===== src/design/idq_pkg.sv =====
// ----------------------------------------------------------------------------
// idq_pkg
// Shared defaults, operation codes and status codes for the indexed deque.
// ----------------------------------------------------------------------------
package idq_pkg;

    localparam int DEPTH_DEF     = 16;
    localparam int WORD_BITS_DEF = 32;

    localparam int FUNC_BITS   = 3;
    localparam int STATUS_BITS = 2;

    typedef logic [FUNC_BITS-1:0]   func_t;
    typedef logic [STATUS_BITS-1:0] status_t;

    localparam func_t FUNC_PUSH_FRONT = 3'd0;
    localparam func_t FUNC_PUSH_BACK  = 3'd1;
    localparam func_t FUNC_POP_FRONT  = 3'd2;
    localparam func_t FUNC_POP_BACK   = 3'd3;
    localparam func_t FUNC_REMOVE     = 3'd4;

    localparam status_t STATUS_OK    = 2'd0;
    localparam status_t STATUS_EMPTY = 2'd1;
    localparam status_t STATUS_FULL  = 2'd2;

endpackage


===== src/design/idq_ram.sv =====
// ----------------------------------------------------------------------------
// idq_ram
// Entry store: one write port, one read port, registered read data.
// ----------------------------------------------------------------------------
module idq_ram import idq_pkg::*; #(
    parameter int DEPTH     = DEPTH_DEF,
    parameter int WORD_BITS = WORD_BITS_DEF,
    parameter int PW        = (DEPTH > 1) ? $clog2(DEPTH) : 1
) (
    input  logic                 clk,
    input  logic                 wr_en,
    input  logic [PW-1:0]        wr_addr,
    input  logic [WORD_BITS-1:0] wr_data,
    input  logic                 rd_en,
    input  logic [PW-1:0]        rd_addr,
    output logic [WORD_BITS-1:0] rd_data
);

    logic [WORD_BITS-1:0] mem [DEPTH];

    always_ff @(posedge clk)
    begin
        if (wr_en)
        begin
            mem[wr_addr] <= wr_data;
        end
    end

    always_ff @(posedge clk)
    begin
        if (rd_en)
        begin
            rd_data <= mem[rd_addr];
        end
    end

endmodule


===== src/design/idq_ctrl.sv =====
// ----------------------------------------------------------------------------
// idq_ctrl
// Request sequencer: ring pointers, read-modify-write of the entry store,
// gap closing on remove and the registered result beat.
// ----------------------------------------------------------------------------
module idq_ctrl import idq_pkg::*; #(
    parameter int DEPTH     = DEPTH_DEF,
    parameter int WORD_BITS = WORD_BITS_DEF,
    parameter int PW        = (DEPTH > 1) ? $clog2(DEPTH) : 1,
    parameter int CW        = $clog2(DEPTH + 1)
) (
    input  logic                 clk,
    input  logic                 rst_n,
    input  logic                 in_valid,
    output logic                 in_stall,
    input  func_t                func,
    input  logic [WORD_BITS-1:0] element,
    input  logic [PW-1:0]        position,
    output logic                 out_valid,
    input  logic                 out_stall,
    output logic [WORD_BITS-1:0] taken_word,
    output status_t              status,
    output logic [CW-1:0]        count,
    output logic                 wr_en,
    output logic [PW-1:0]        wr_addr,
    output logic [WORD_BITS-1:0] wr_data,
    output logic                 rd_en,
    output logic [PW-1:0]        rd_addr,
    input  logic [WORD_BITS-1:0] rd_data
);

    localparam logic [1:0] ST_IDLE   = 2'd0;
    localparam logic [1:0] ST_TAKE   = 2'd1;
    localparam logic [1:0] ST_SHIFT  = 2'd2;
    localparam logic [1:0] ST_FINISH = 2'd3;

    logic [1:0]           state_reg, state_next;
    logic [PW-1:0]        front_reg, front_next;
    logic [CW-1:0]        fill_reg, fill_next;
    logic [CW-1:0]        idx_reg, idx_next;
    logic                 remove_reg, remove_next;
    logic [WORD_BITS-1:0] res_word_reg, res_word_next;
    status_t              res_status_reg, res_status_next;
    logic                 out_valid_reg, out_valid_next;
    logic [WORD_BITS-1:0] out_word_reg, out_word_next;
    status_t              out_status_reg, out_status_next;
    logic [CW-1:0]        out_count_reg, out_count_next;

    logic          full;
    logic          empty;
    logic [CW-1:0] pos_ext;
    logic [PW-1:0] front_dec;
    logic [PW-1:0] front_inc;
    logic          out_free;

    function automatic logic [PW-1:0] slot_of(input logic [PW-1:0] base,
                                              input logic [CW-1:0] k);
        logic [CW:0] sum;
        sum = (CW + 1)'(base) + (CW + 1)'(k);
        if (sum >= (CW + 1)'(DEPTH))
        begin
            sum = sum - (CW + 1)'(DEPTH);
        end
        return sum[PW-1:0];
    endfunction

    assign full      = (fill_reg == CW'(DEPTH));
    assign empty     = (fill_reg == '0);
    assign pos_ext   = CW'(position);
    assign front_dec = (front_reg == '0) ? PW'(DEPTH - 1) : front_reg - 1'b1;
    assign front_inc = (front_reg == PW'(DEPTH - 1)) ? '0 : front_reg + 1'b1;
    assign out_free  = !out_valid_reg || !out_stall;

    assign in_stall   = (state_reg != ST_IDLE);
    assign out_valid  = out_valid_reg;
    assign taken_word = out_word_reg;
    assign status     = out_status_reg;
    assign count      = out_count_reg;

    always_comb
    begin
        state_next      = state_reg;
        front_next      = front_reg;
        fill_next       = fill_reg;
        idx_next        = idx_reg;
        remove_next     = remove_reg;
        res_word_next   = res_word_reg;
        res_status_next = res_status_reg;
        out_valid_next  = out_valid_reg && out_stall;
        out_word_next   = out_word_reg;
        out_status_next = out_status_reg;
        out_count_next  = out_count_reg;
        wr_en           = 1'b0;
        wr_addr         = slot_of(front_reg, idx_reg);
        wr_data         = element;
        rd_en           = 1'b0;
        rd_addr         = front_reg;

        case (state_reg)
            ST_IDLE:
            begin
                if (in_valid)
                begin
                    res_word_next   = '0;
                    res_status_next = STATUS_OK;
                    remove_next     = 1'b0;
                    state_next      = ST_FINISH;
                    case (func)
                        FUNC_PUSH_FRONT:
                        begin
                            if (full)
                            begin
                                res_status_next = STATUS_FULL;
                            end
                            else
                            begin
                                wr_en      = 1'b1;
                                wr_addr    = front_dec;
                                front_next = front_dec;
                                fill_next  = fill_reg + 1'b1;
                            end
                        end
                        FUNC_PUSH_BACK:
                        begin
                            if (full)
                            begin
                                res_status_next = STATUS_FULL;
                            end
                            else
                            begin
                                wr_en     = 1'b1;
                                wr_addr   = slot_of(front_reg, fill_reg);
                                fill_next = fill_reg + 1'b1;
                            end
                        end
                        FUNC_POP_FRONT:
                        begin
                            if (empty)
                            begin
                                res_status_next = STATUS_EMPTY;
                            end
                            else
                            begin
                                rd_en      = 1'b1;
                                rd_addr    = front_reg;
                                front_next = front_inc;
                                fill_next  = fill_reg - 1'b1;
                                state_next = ST_TAKE;
                            end
                        end
                        FUNC_POP_BACK:
                        begin
                            if (empty)
                            begin
                                res_status_next = STATUS_EMPTY;
                            end
                            else
                            begin
                                rd_en      = 1'b1;
                                rd_addr    = slot_of(front_reg, fill_reg - 1'b1);
                                fill_next  = fill_reg - 1'b1;
                                state_next = ST_TAKE;
                            end
                        end
                        FUNC_REMOVE:
                        begin
                            if (pos_ext >= fill_reg)
                            begin
                                res_status_next = STATUS_EMPTY;
                            end
                            else
                            begin
                                rd_en       = 1'b1;
                                rd_addr     = slot_of(front_reg, pos_ext);
                                fill_next   = fill_reg - 1'b1;
                                idx_next    = pos_ext;
                                remove_next = 1'b1;
                                state_next  = ST_TAKE;
                            end
                        end
                        default:
                        begin
                        end
                    endcase
                end
            end
            ST_TAKE:
            begin
                res_word_next = rd_data;
                if (remove_reg && (idx_reg < fill_reg))
                begin
                    rd_en      = 1'b1;
                    rd_addr    = slot_of(front_reg, idx_reg + 1'b1);
                    state_next = ST_SHIFT;
                end
                else
                begin
                    state_next = ST_FINISH;
                end
            end
            ST_SHIFT:
            begin
                wr_en   = 1'b1;
                wr_addr = slot_of(front_reg, idx_reg);
                wr_data = rd_data;
                if ((idx_reg + 1'b1) < fill_reg)
                begin
                    rd_en    = 1'b1;
                    rd_addr  = slot_of(front_reg, idx_reg + CW'(2));
                    idx_next = idx_reg + 1'b1;
                end
                else
                begin
                    state_next = ST_FINISH;
                end
            end
            ST_FINISH:
            begin
                if (out_free)
                begin
                    out_valid_next  = 1'b1;
                    out_word_next   = res_word_reg;
                    out_status_next = res_status_reg;
                    out_count_next  = fill_reg;
                    state_next      = ST_IDLE;
                end
            end
            default:
            begin
                state_next = ST_IDLE;
            end
        endcase
    end

    always_ff @(posedge clk or negedge rst_n)
    begin
        if (!rst_n)
        begin
            state_reg     <= ST_IDLE;
            front_reg     <= '0;
            fill_reg      <= '0;
            out_valid_reg <= 1'b0;
        end
        else
        begin
            state_reg     <= state_next;
            front_reg     <= front_next;
            fill_reg      <= fill_next;
            out_valid_reg <= out_valid_next;
        end
    end

    always_ff @(posedge clk)
    begin
        idx_reg        <= idx_next;
        remove_reg     <= remove_next;
        res_word_reg   <= res_word_next;
        res_status_reg <= res_status_next;
        out_word_reg   <= out_word_next;
        out_status_reg <= out_status_next;
        out_count_reg  <= out_count_next;
    end

endmodule


===== src/design/indexed_deque.sv =====
// A push writes the store, a pop reads it and takes the word, and remove at
// an index also shifts each entry behind the removed one forward (one store
// read and one store write a cycle); failed or unused requests write nothing.
// One request is in work at a time; a finished result waits in the output
// register while the next request is taken. Reset empties the store at
// once: fill and front pointer clear; entry contents are left as they are.
// ----------------------------------------------------------------------------
// indexed_deque
// Ring-buffer deque with push/pop at both ends and remove at an index.
// ----------------------------------------------------------------------------
module indexed_deque import idq_pkg::*; #(
    parameter int DEPTH     = DEPTH_DEF,
    parameter int WORD_BITS = WORD_BITS_DEF,
    parameter int PW        = (DEPTH > 1) ? $clog2(DEPTH) : 1,
    parameter int CW        = $clog2(DEPTH + 1)
) (
    input  logic                 clk,
    input  logic                 rst_n,
    input  logic                 in_valid,
    output logic                 in_stall,
    input  func_t                func,
    input  logic [WORD_BITS-1:0] element,
    input  logic [PW-1:0]        position,
    output logic                 out_valid,
    input  logic                 out_stall,
    output logic [WORD_BITS-1:0] taken_word,
    output status_t              status,
    output logic [CW-1:0]        count
);

    logic                 wr_en;
    logic [PW-1:0]        wr_addr;
    logic [WORD_BITS-1:0] wr_data;
    logic                 rd_en;
    logic [PW-1:0]        rd_addr;
    logic [WORD_BITS-1:0] rd_data;

    idq_ctrl #(
        .DEPTH     (DEPTH),
        .WORD_BITS (WORD_BITS),
        .PW        (PW),
        .CW        (CW)
    ) u_ctrl (
        .clk        (clk),
        .rst_n      (rst_n),
        .in_valid   (in_valid),
        .in_stall   (in_stall),
        .func       (func),
        .element    (element),
        .position   (position),
        .out_valid  (out_valid),
        .out_stall  (out_stall),
        .taken_word (taken_word),
        .status     (status),
        .count      (count),
        .wr_en      (wr_en),
        .wr_addr    (wr_addr),
        .wr_data    (wr_data),
        .rd_en      (rd_en),
        .rd_addr    (rd_addr),
        .rd_data    (rd_data)
    );

    idq_ram #(
        .DEPTH     (DEPTH),
        .WORD_BITS (WORD_BITS),
        .PW        (PW)
    ) u_ram (
        .clk     (clk),
        .wr_en   (wr_en),
        .wr_addr (wr_addr),
        .wr_data (wr_data),
        .rd_en   (rd_en),
        .rd_addr (rd_addr),
        .rd_data (rd_data)
    );

endmodule

===== config.mk =====
export PLATFORM = sky130hd
export DESIGN_NAME = indexed_deque
export DESIGN_NICKNAME = d
export VERILOG_FILES = /design/src/design/idq_pkg.sv /design/src/design/idq_ram.sv /design/src/design/idq_ctrl.sv /design/src/design/indexed_deque.sv
export SDC_FILE = /design/constraint.sdc
export NUM_CORES = 1
export LEC_CHECK = 0
export ABC_AREA = 1
export CORE_AREA = 2 2 216 218
export CTS_CLUSTER_DIAMETER = 80
export DETAILED_ROUTE_END_ITERATION = 12
export DIE_AREA = 0 0 218 220
export DONT_BUFFER_PORTS = 1
export PLACE_DENSITY = 0.79
export SLEW_MARGIN = 20
export SYNTH_ARGS = -nofsm -noshare
export SYNTH_HDL_FRONTEND = slang
export SYNTH_SLANG_ARGS = --single-unit

===== constraint.sdc =====
create_clock -name clk -period 5.67 [get_ports clk]
set_clock_uncertainty 0.05 [all_clocks]
set_input_delay 0 -clock clk [delete_from_list [all_inputs] [get_ports clk]]
set_output_delay 0 -clock clk [all_outputs]
set_load 0.005 [all_outputs]

==> results of run 1 <==
-- worst max-delay path, delay by kind of cell (launching register included) --
| family | cells | cell delay (ns) |
|---|---|---|
| XOR/XNOR | 1 | 0.20 |
| AO/OA/AOI/OAI | 1 | 0.23 |
| buffers and inverters | 3 | 0.49 |
| AND/OR/NAND/NOR | 12 | 2.01 |
| flip-flops | 1 | 0.51 |
| adder cells (fa/ha/maj) | 2 | 0.57 |
-- metrics by stage --
| step | cells | util, % | hold WS [ns] | cell area, um^2 | worst slack (ns) |
|---|---|---|---|---|---|
| finish | 3370 | 69.0 | 0.0169 | 31600 | 1.23 |
| floorplan | 2714 | - | -0.346 | 28800 | 1.53 |
| global route | 3369 | 69.0 | 0.0718 | 31600 | 0.949 |
| global placement | 3216 | 63.9 | -0.345 | 29300 | 1.46 |
| detailed placement | 3216 | 63.9 | -0.345 | 29300 | 1.35 |
| CTS | 3368 | 68.9 | 0.00273 | 31600 | 1.32 |
-- placed cells by master (no fill, tap or decap), types with 3 or more instances in the layout --
| cell | n |
|---|---|
| sky130_fd_sc_hd__nand2_1 | 716 |
| sky130_fd_sc_hd__edfxtp_1 | 623 |
| sky130_fd_sc_hd__nand3_1 | 598 |
| sky130_fd_sc_hd__inv_1 | 381 |
| sky130_fd_sc_hd__clkbuf_16 | 61 |
| sky130_fd_sc_hd__ha_1 | 40 |
| sky130_fd_sc_hd__dlygate4sd3_1 | 37 |
| sky130_fd_sc_hd__buf_4 | 35 |
| sky130_fd_sc_hd__nand3b_1 | 33 |
| sky130_fd_sc_hd__nor2_1 | 29 |
| sky130_fd_sc_hd__o21ai_0 | 22 |
| sky130_fd_sc_hd__clkinv_1 | 22 |
| sky130_fd_sc_hd__xor2_1 | 17 |
| sky130_fd_sc_hd__nor2_4 | 17 |
| sky130_fd_sc_hd__dfrtp_1 | 12 |
| sky130_fd_sc_hd__a21oi_1 | 11 |
| sky130_fd_sc_hd__clkinv_2 | 11 |
| sky130_fd_sc_hd__clkbuf_1 | 9 |
| sky130_fd_sc_hd__xnor2_1 | 6 |
| sky130_fd_sc_hd__fa_1 | 6 |
| sky130_fd_sc_hd__bufinv_16 | 6 |
| sky130_fd_sc_hd__inv_2 | 5 |
| sky130_fd_sc_hd__o22ai_1 | 5 |
| sky130_fd_sc_hd__buf_12 | 5 |
| sky130_fd_sc_hd__nand4_1 | 4 |
| sky130_fd_sc_hd__nor2_2 | 3 |
| sky130_fd_sc_hd__nand2_2 | 3 |
| sky130_fd_sc_hd__a21o_1 | 3 |
| sky130_fd_sc_hd__o211ai_1 | 3 |
| sky130_fd_sc_hd__and2_1 | 3 |
| sky130_fd_sc_hd__nand2_8 | 3 |
-- kinds of logic after synthesis --
group           after synthesis  synth area share (%)
compound gates               58                  1.31
buf+inv                     532                  7.85
xor+xnor                     23                 0.700
fa+ha+maj                    47                  2.20
simple gates               1419                  21.9
flops                       635                  66.1
-- worst paths after layout --
check | start | to | slack [ns]
setup / recovery | u_ctrl.idx_reg[1] | u_ram.rd_data[7] | 1.23
hold / removal | element[29] | u_ram.mem[8][29] | 0.02
setup reg to reg | u_ctrl.idx_reg[1] | u_ram.rd_data[7] | 1.23
hold reg to reg | u_ctrl.res_word_reg[20] | u_ctrl.taken_word[20] | 0.36
max in group asynchronous | rst_n | u_ctrl.front_reg[0] | 4.79
min in group asynchronous | rst_n | u_ctrl.fill_reg[1] | 0.34
-- cell type report --
type | instances | share of cell area, %
flip-flops and latches | 635 | 60.1
multi-input cells | 1547 | 24.4
clock buffers | 70 | 4.93
inverters | 387 | 4.60
repair buffers | 78 | 2.40
well taps | 607 | 2.40
clock inverters | 45 | 1.24
diodes | 1 | 0.00791
-- layer usage --
layer	global-route usage [%]	part of all wire [%]	vias to the layer above
met3	5.30	12	178
li1	-	-	9082
met5	0	0	-
met4	11.8	2.9	0
met2	48.6	47	1317
met1	42.1	38	9564
-- repair_timing --
item	in CTS	in global routing
hold endpoints to repair	433	0
hold buffers	37	0
setup buffers	0	0
gates resized for setup	0	0
==> run metrics, run 1 <==
worst endpoint data arrival time=4.78 ns; number of antenna-violating nets in the routed design=0; Longest Clk Path Bufs=3; 1st-pass router iterations=9; ratio of routed vias to standard cells=5.98; maximum fanout encountered on the critical timing path=79; detailed-route wire length per cell=21.6 um; setup TNS=0 ns; Seq/Total Area, Yosys=66.1%; flops & latches, synth=635; leading cell types by count after synthesis=717 x sky130_fd_sc_hd__nand2_1, 623 x sky130_fd_sc_hd__edfxtp_1, 598 x sky130_fd_sc_hd__nand3_1; core region area=45900 um^2; GRT Residual Overflow=0; # rows=slightly below 80; number of CTS-inserted buffers=61; clock insertion delay at the later pin of the skew report=0.65 ns; post-route DRC violation count=0; number of unique standard cell types used by synthesis=44; final hold violation count=0; leading register cell type out of synthesis=sky130_fd_sc_hd__edfxtp_1; count of yosys warnings during synthesis=0; Die Y=220 um; cell depth of the worst min-delay path=2; syn nets=2804; via total after detailed routing=between 20000 and 25000; path type of the worst min-delay path=in -> reg; kind of end point of the critical path=flip-flop; overall die width=218 um; Worst Path Required=roughly 6.0 ns; growth of design area from synthesis to finish=10.0%; I/O Pins=84; Iteration-0 DRC Markers=a little under 3000; cell at the root of the clock tree=sky130_fd_sc_hd__clkbuf_16; highest achievable clock rate=0.225 GHz; register bank with the most flops=u_ram.mem; cell type contributing the most total cell area after synthesis=sky130_fd_sc_hd__edfxtp_1; dpl hpwl=39.8 mm; wire length of the first global-routing pass=~110 mm; worst stage delay on the critical path=roughly 0.56 ns; worst slew margin relative to its limit=about a quarter; number of antenna violations at the first check in global routing=2; sum of routed wire length over all layers=72.8 mm; critical path's slowest cell=sky130_fd_sc_hd__nand2_8; largest net degree at the start of global routing=183; most instantiated library cell after synthesis=sky130_fd_sc_hd__nand2_1; clock tree from TritonCTS=yes; critical path launch point type=flip-flop; filler cell count=3176; number of max-cap violations=0; unrepaired setup endpoints after global routing=false; Yosys top cell area share=65.0%; final critical path time including I/O delays and setup=around 4.4 ns; mapped cell area=28800 um^2; Clock Sinks=between 600 and 700; die area=48000 um^2; routability congestion estimate from global placement=0.925; share of synthesized registers carrying an async set or reset=under 10%; cell count after synthesis=~2700; global router's overall resource usage=30.4%; CP Class=reg -> reg; transition at the pin with the smallest max-transition slack=1.11 ns; top cells by area, synth=sky130_fd_sc_hd__edfxtp_1 65%, sky130_fd_sc_hd__nand3_1 10%, sky130_fd_sc_hd__nand2_1 9.4%; average footprint of a synthesized cell=about 11 um^2; Cell Chain, Critical Path=ha_1, nand3_1, xor2_1, inv_1, ha_1, a21oi_1, and2_1, nand4_1, nand2_1, inv_1, nand2_1, nand2_8, nand2_8, buf_12, nand2_1, nand3_1, nand3_1, nand3_1, nand2_1; Register-to-Register Path Depth=19; status=complete, no violations; initial core utilization=62.7%; H-tree lvl count=2; Final period util=78.3%; total area of sequential cells=about 19000 um^2; number of global-route vias before repair=19300; number of port buffers=0; number of synthesized flops with an enable pin=623; ratio of cells with drive above 1 in the final layout=6.08%; Clock transition at path regs=around 0.060 ns; Final Slew Violations=0; area of the multi-input gates=7710 um^2; flip-flop count of the largest register, all copies and words added=512; number of nets in the layout=2800; final setup violation count=0
Power of run 1 is not shown: default switching activity piles up to over one toggle a cycle in this logic, so the estimate is an artifact.
==> inputs of run 2 (changes only) <==
--- a/config.mk
+++ b/config.mk
@@ -6,12 +6,12 @@
 export NUM_CORES = 1
 export LEC_CHECK = 0
 export ABC_AREA = 1
-export CORE_AREA = 2 2 216 218
+export CORE_AREA = 2 2 226 228
 export CTS_CLUSTER_DIAMETER = 80
 export DETAILED_ROUTE_END_ITERATION = 12
-export DIE_AREA = 0 0 218 220
+export DIE_AREA = 0 0 228 230
 export DONT_BUFFER_PORTS = 1
-export PLACE_DENSITY = 0.79
+export PLACE_DENSITY = 0.76
 export SLEW_MARGIN = 20
 export SYNTH_ARGS = -nofsm -noshare
 export SYNTH_HDL_FRONTEND = slang
==> constraint.sdc (replaced) <==
create_clock -name clk -period 4.02 [get_ports clk]
set_clock_uncertainty 0.05 [all_clocks]
set_input_delay 0 -clock clk [delete_from_list [all_inputs] [get_ports clk]]
set_output_delay 0 -clock clk [all_outputs]
set_load 0.005 [all_outputs]
==> run metrics, run 2 (synthesis gave the netlist of run 1 again) <==
transition at the pin with the smallest max-transition slack=1.02 ns (was 1.11 ns); dpl ws=0.279 ns (was 1.35 ns); final setup violation count=0 (unchanged); Longest Clk Path Bufs=3 (unchanged); wire length the detailed router placed on met1=27.6 mm (was 27.5 mm); dpl hpwl=39.0 mm (was 39.8 mm); clock insertion delay at the later pin of the skew report=0.64 ns (was 0.65 ns); worst stage delay on the critical path=0.51 ns (was 0.56 ns); highest achievable clock rate=0.268 GHz (was 0.225 GHz); number of antenna violations at the first check in global routing=0 (was 2); Cell Chain, Critical Path=ha_1, nand3_1, xor2_1, inv_1, ha_1, a21oi_1, nand3_2, nor2_1, nand2_1, nand2_1, inv_1, nand2_1, nand2_1, nand2_4, inv_6, buf_12, nand2_1, nand3_1, nand3_1, nand2_1 (was ha_1, nand3_1, xor2_1, inv_1, ha_1, a21oi_1, and2_1, nand4_1, nand2_1, inv_1, nand2_1, nand2_8, nand2_8, buf_12, nand2_1, nand3_1, nand3_1, nand3_1, nand2_1); number of nets in the layout=2823 (was 2800); largest net degree at the start of global routing=135 (was 183); H-tree lvl count=2 (unchanged); Clock Sinks=635 (unchanged); via total after detailed routing=20000 (was 20100); worst slew margin relative to its limit=31.9% (was 25.6%); highest-count cells in the layout ignoring fill and taps=715 x sky130_fd_sc_hd__nand2_1, 623 x sky130_fd_sc_hd__edfxtp_1, 598 x sky130_fd_sc_hd__nand3_1 (was 716 x sky130_fd_sc_hd__nand2_1, 623 x sky130_fd_sc_hd__edfxtp_1, 598 x sky130_fd_sc_hd__nand3_1); kind of end point of the critical path=flip-flop (unchanged); register bank with the most flops=u_ram.mem (unchanged); path type of the worst min-delay path=in -> reg (unchanged); overall die width=228 um (was 218 um); setup slack after layout=0.291 ns (was 1.23 ns); CP Class=reg -> reg (unchanged); final critical path time including I/O delays and setup=3.73 ns (was 4.44 ns); sum of routed wire length over all layers=73.0 mm (was 72.8 mm); Iteration-0 DRC Markers=2693 (was 2920); Hold Worst Slack=0.0357 ns (was 0.0169 ns); worst endpoint data arrival time=4.05 ns (was 4.78 ns); post-route DRC violation count=0 (unchanged); number of global-route vias before repair=19100 (was 19300); unrepaired setup endpoints after global routing=true (was false); number of port buffers=0 (unchanged); # rows=82 (was 79); ratio of routed vias to standard cells=5.79 (was 5.98); GRT Residual Overflow=0 (unchanged); number of max-cap violations=0 (unchanged); highest signal layer in the routed design=met4 (unchanged); buffers and inverters on the worst path=4 (was 3); I/O Pins=84 (unchanged); cell at the root of the clock tree=sky130_fd_sc_hd__clkbuf_16 (unchanged); Final Slew Violations=0 (unchanged); met3 wire len=7.36 mm (was 8.69 mm); wire length of the first global-routing pass=110 mm (about the same); Die Y=230 um (was 220 um); number of diodes=0 (was 1); final hold violation count=0 (unchanged); routability congestion estimate from global placement=0.931 (was 0.925); ratio of cells with drive above 1 in the final layout=6.80% (was 6.08%); Worst Path Required=4.34 ns (was 6.01 ns); growth of design area from synthesis to finish=12.5% (was 10.0%); number of CTS-inserted buffers=59 (was 61); initial core utilization=57.7% (was 62.7%); critical path launch point type=flip-flop (unchanged); kind of cell adding the most delay to the critical path=simple AND/OR/NAND/NOR gates (unchanged); detailed-route wire length per cell=21.1 um (was 21.6 um); 1st-pass router iterations=8 (was 9); CP dominant cell by count=sky130_fd_sc_hd__nand2_1; die area=52400 um^2 (was 48000 um^2); routed wire length on met2=35.2 mm (was 34.5 mm); critical path's slowest cell=sky130_fd_sc_hd__edfxtp_1 (was sky130_fd_sc_hd__nand2_8); leading cell type in the layout, fill and taps excluded=sky130_fd_sc_hd__nand2_1 (unchanged); status=complete, no violations (unchanged); number of antenna-violating nets in the routed design=0 (unchanged); core region area=49900 um^2 (was 45900 um^2); Clock transition at path regs=0.06 ns (about the same); Final period util=92.8% (was 78.3%); filler cell count=3603 (was 3176); global router's overall resource usage=27.6% (was 30.4%); maximum fanout encountered on the critical timing path=44 (was 79); flip-flop count of the largest register, all copies and words added=512 (unchanged); clock tree from TritonCTS=yes (unchanged)
-- run 2: changes by cell type in the layout (fill, tap and decap cells not counted), sizes merged, moves of 2 or more --
cell / delta
buf: +20
clkbuf: +2
clkinv: -12
nand2: +2
inv: -2
bufinv: +5
dlygate4sd3: +3
-- run 2: path summary, 6_finish.rpt --
kind | from | end | slack (ns) | depth (start not counted)
setup / recovery | u_ctrl.idx_reg[1] | u_ram.rd_data[23] | 0.29 | 20
hold / removal | element[13] | u_ram.mem[1][13] | 0.04 | 2
setup reg to reg | u_ctrl.idx_reg[1] | u_ram.rd_data[23] | 0.29 | 20
hold reg to reg | u_ctrl.res_word_reg[0] | u_ctrl.taken_word[0] | 0.37 | 0
max in group asynchronous | rst_n | u_ctrl.fill_reg[1] | 3.17 | 2
min in group asynchronous | rst_n | u_ctrl.state_reg[1] | 0.33 | 2
-- run 2: worst reg2reg max path: cells and delay by family (launching register included) --
family / cells / cell delay, ns
flip-flops: 1 / 0.51
adder cells (fa/ha/maj): 2 / 0.54
AO/OA/AOI/OAI: 1 / 0.19
buffers and inverters: 4 / 0.52
XOR/XNOR: 1 / 0.19
AND/OR/NAND/NOR: 12 / 1.46
-- run 2: per-layer routing --
layer,track usage (%),vias to the layer above
li1,-,9129
met1,36.3,9489
met2,45.8,1170
met3,4.74,210
met4,11.3,0
met5,0,-
-- run 2: what timing repair did --
item,4_1_cts,5_1_grt
setup endpoints to repair,0,28
resized for setup,0,6
hold endpoints to repair,488,0
hold buffers,40,0
setup buffers,0,4
-- run 2: final cells by class --
class                           instances  area [um^2]  share of cell area [%]
Clock buffer                           72         1530                    4.71
Clock inverter                         37          489                    1.51
Inverter                              387         1460                    4.51
Multi-Input combinational cell       1549         7730                    23.9
Sequential cell                       635        19000                    58.8
Tap cell                              672          841                    2.60
Timing Repair Buffer                  101         1300                    4.01
-- run 2: through the flow --
step           util (%)  TNS [ns]  std cells  cell area [um^2]
6_report           64.9         0       3453             32400
5_1_grt            64.9   -0.0224       3453             32400
4_1_cts            64.7         0       3446             32200
3_5_place_dp       59.8         0       3297             29800
3_3_place_gp       59.8         0       3297             29800
2_1_floorplan         -         0       2714             28800
Power of run 2 is left out for the same reason.
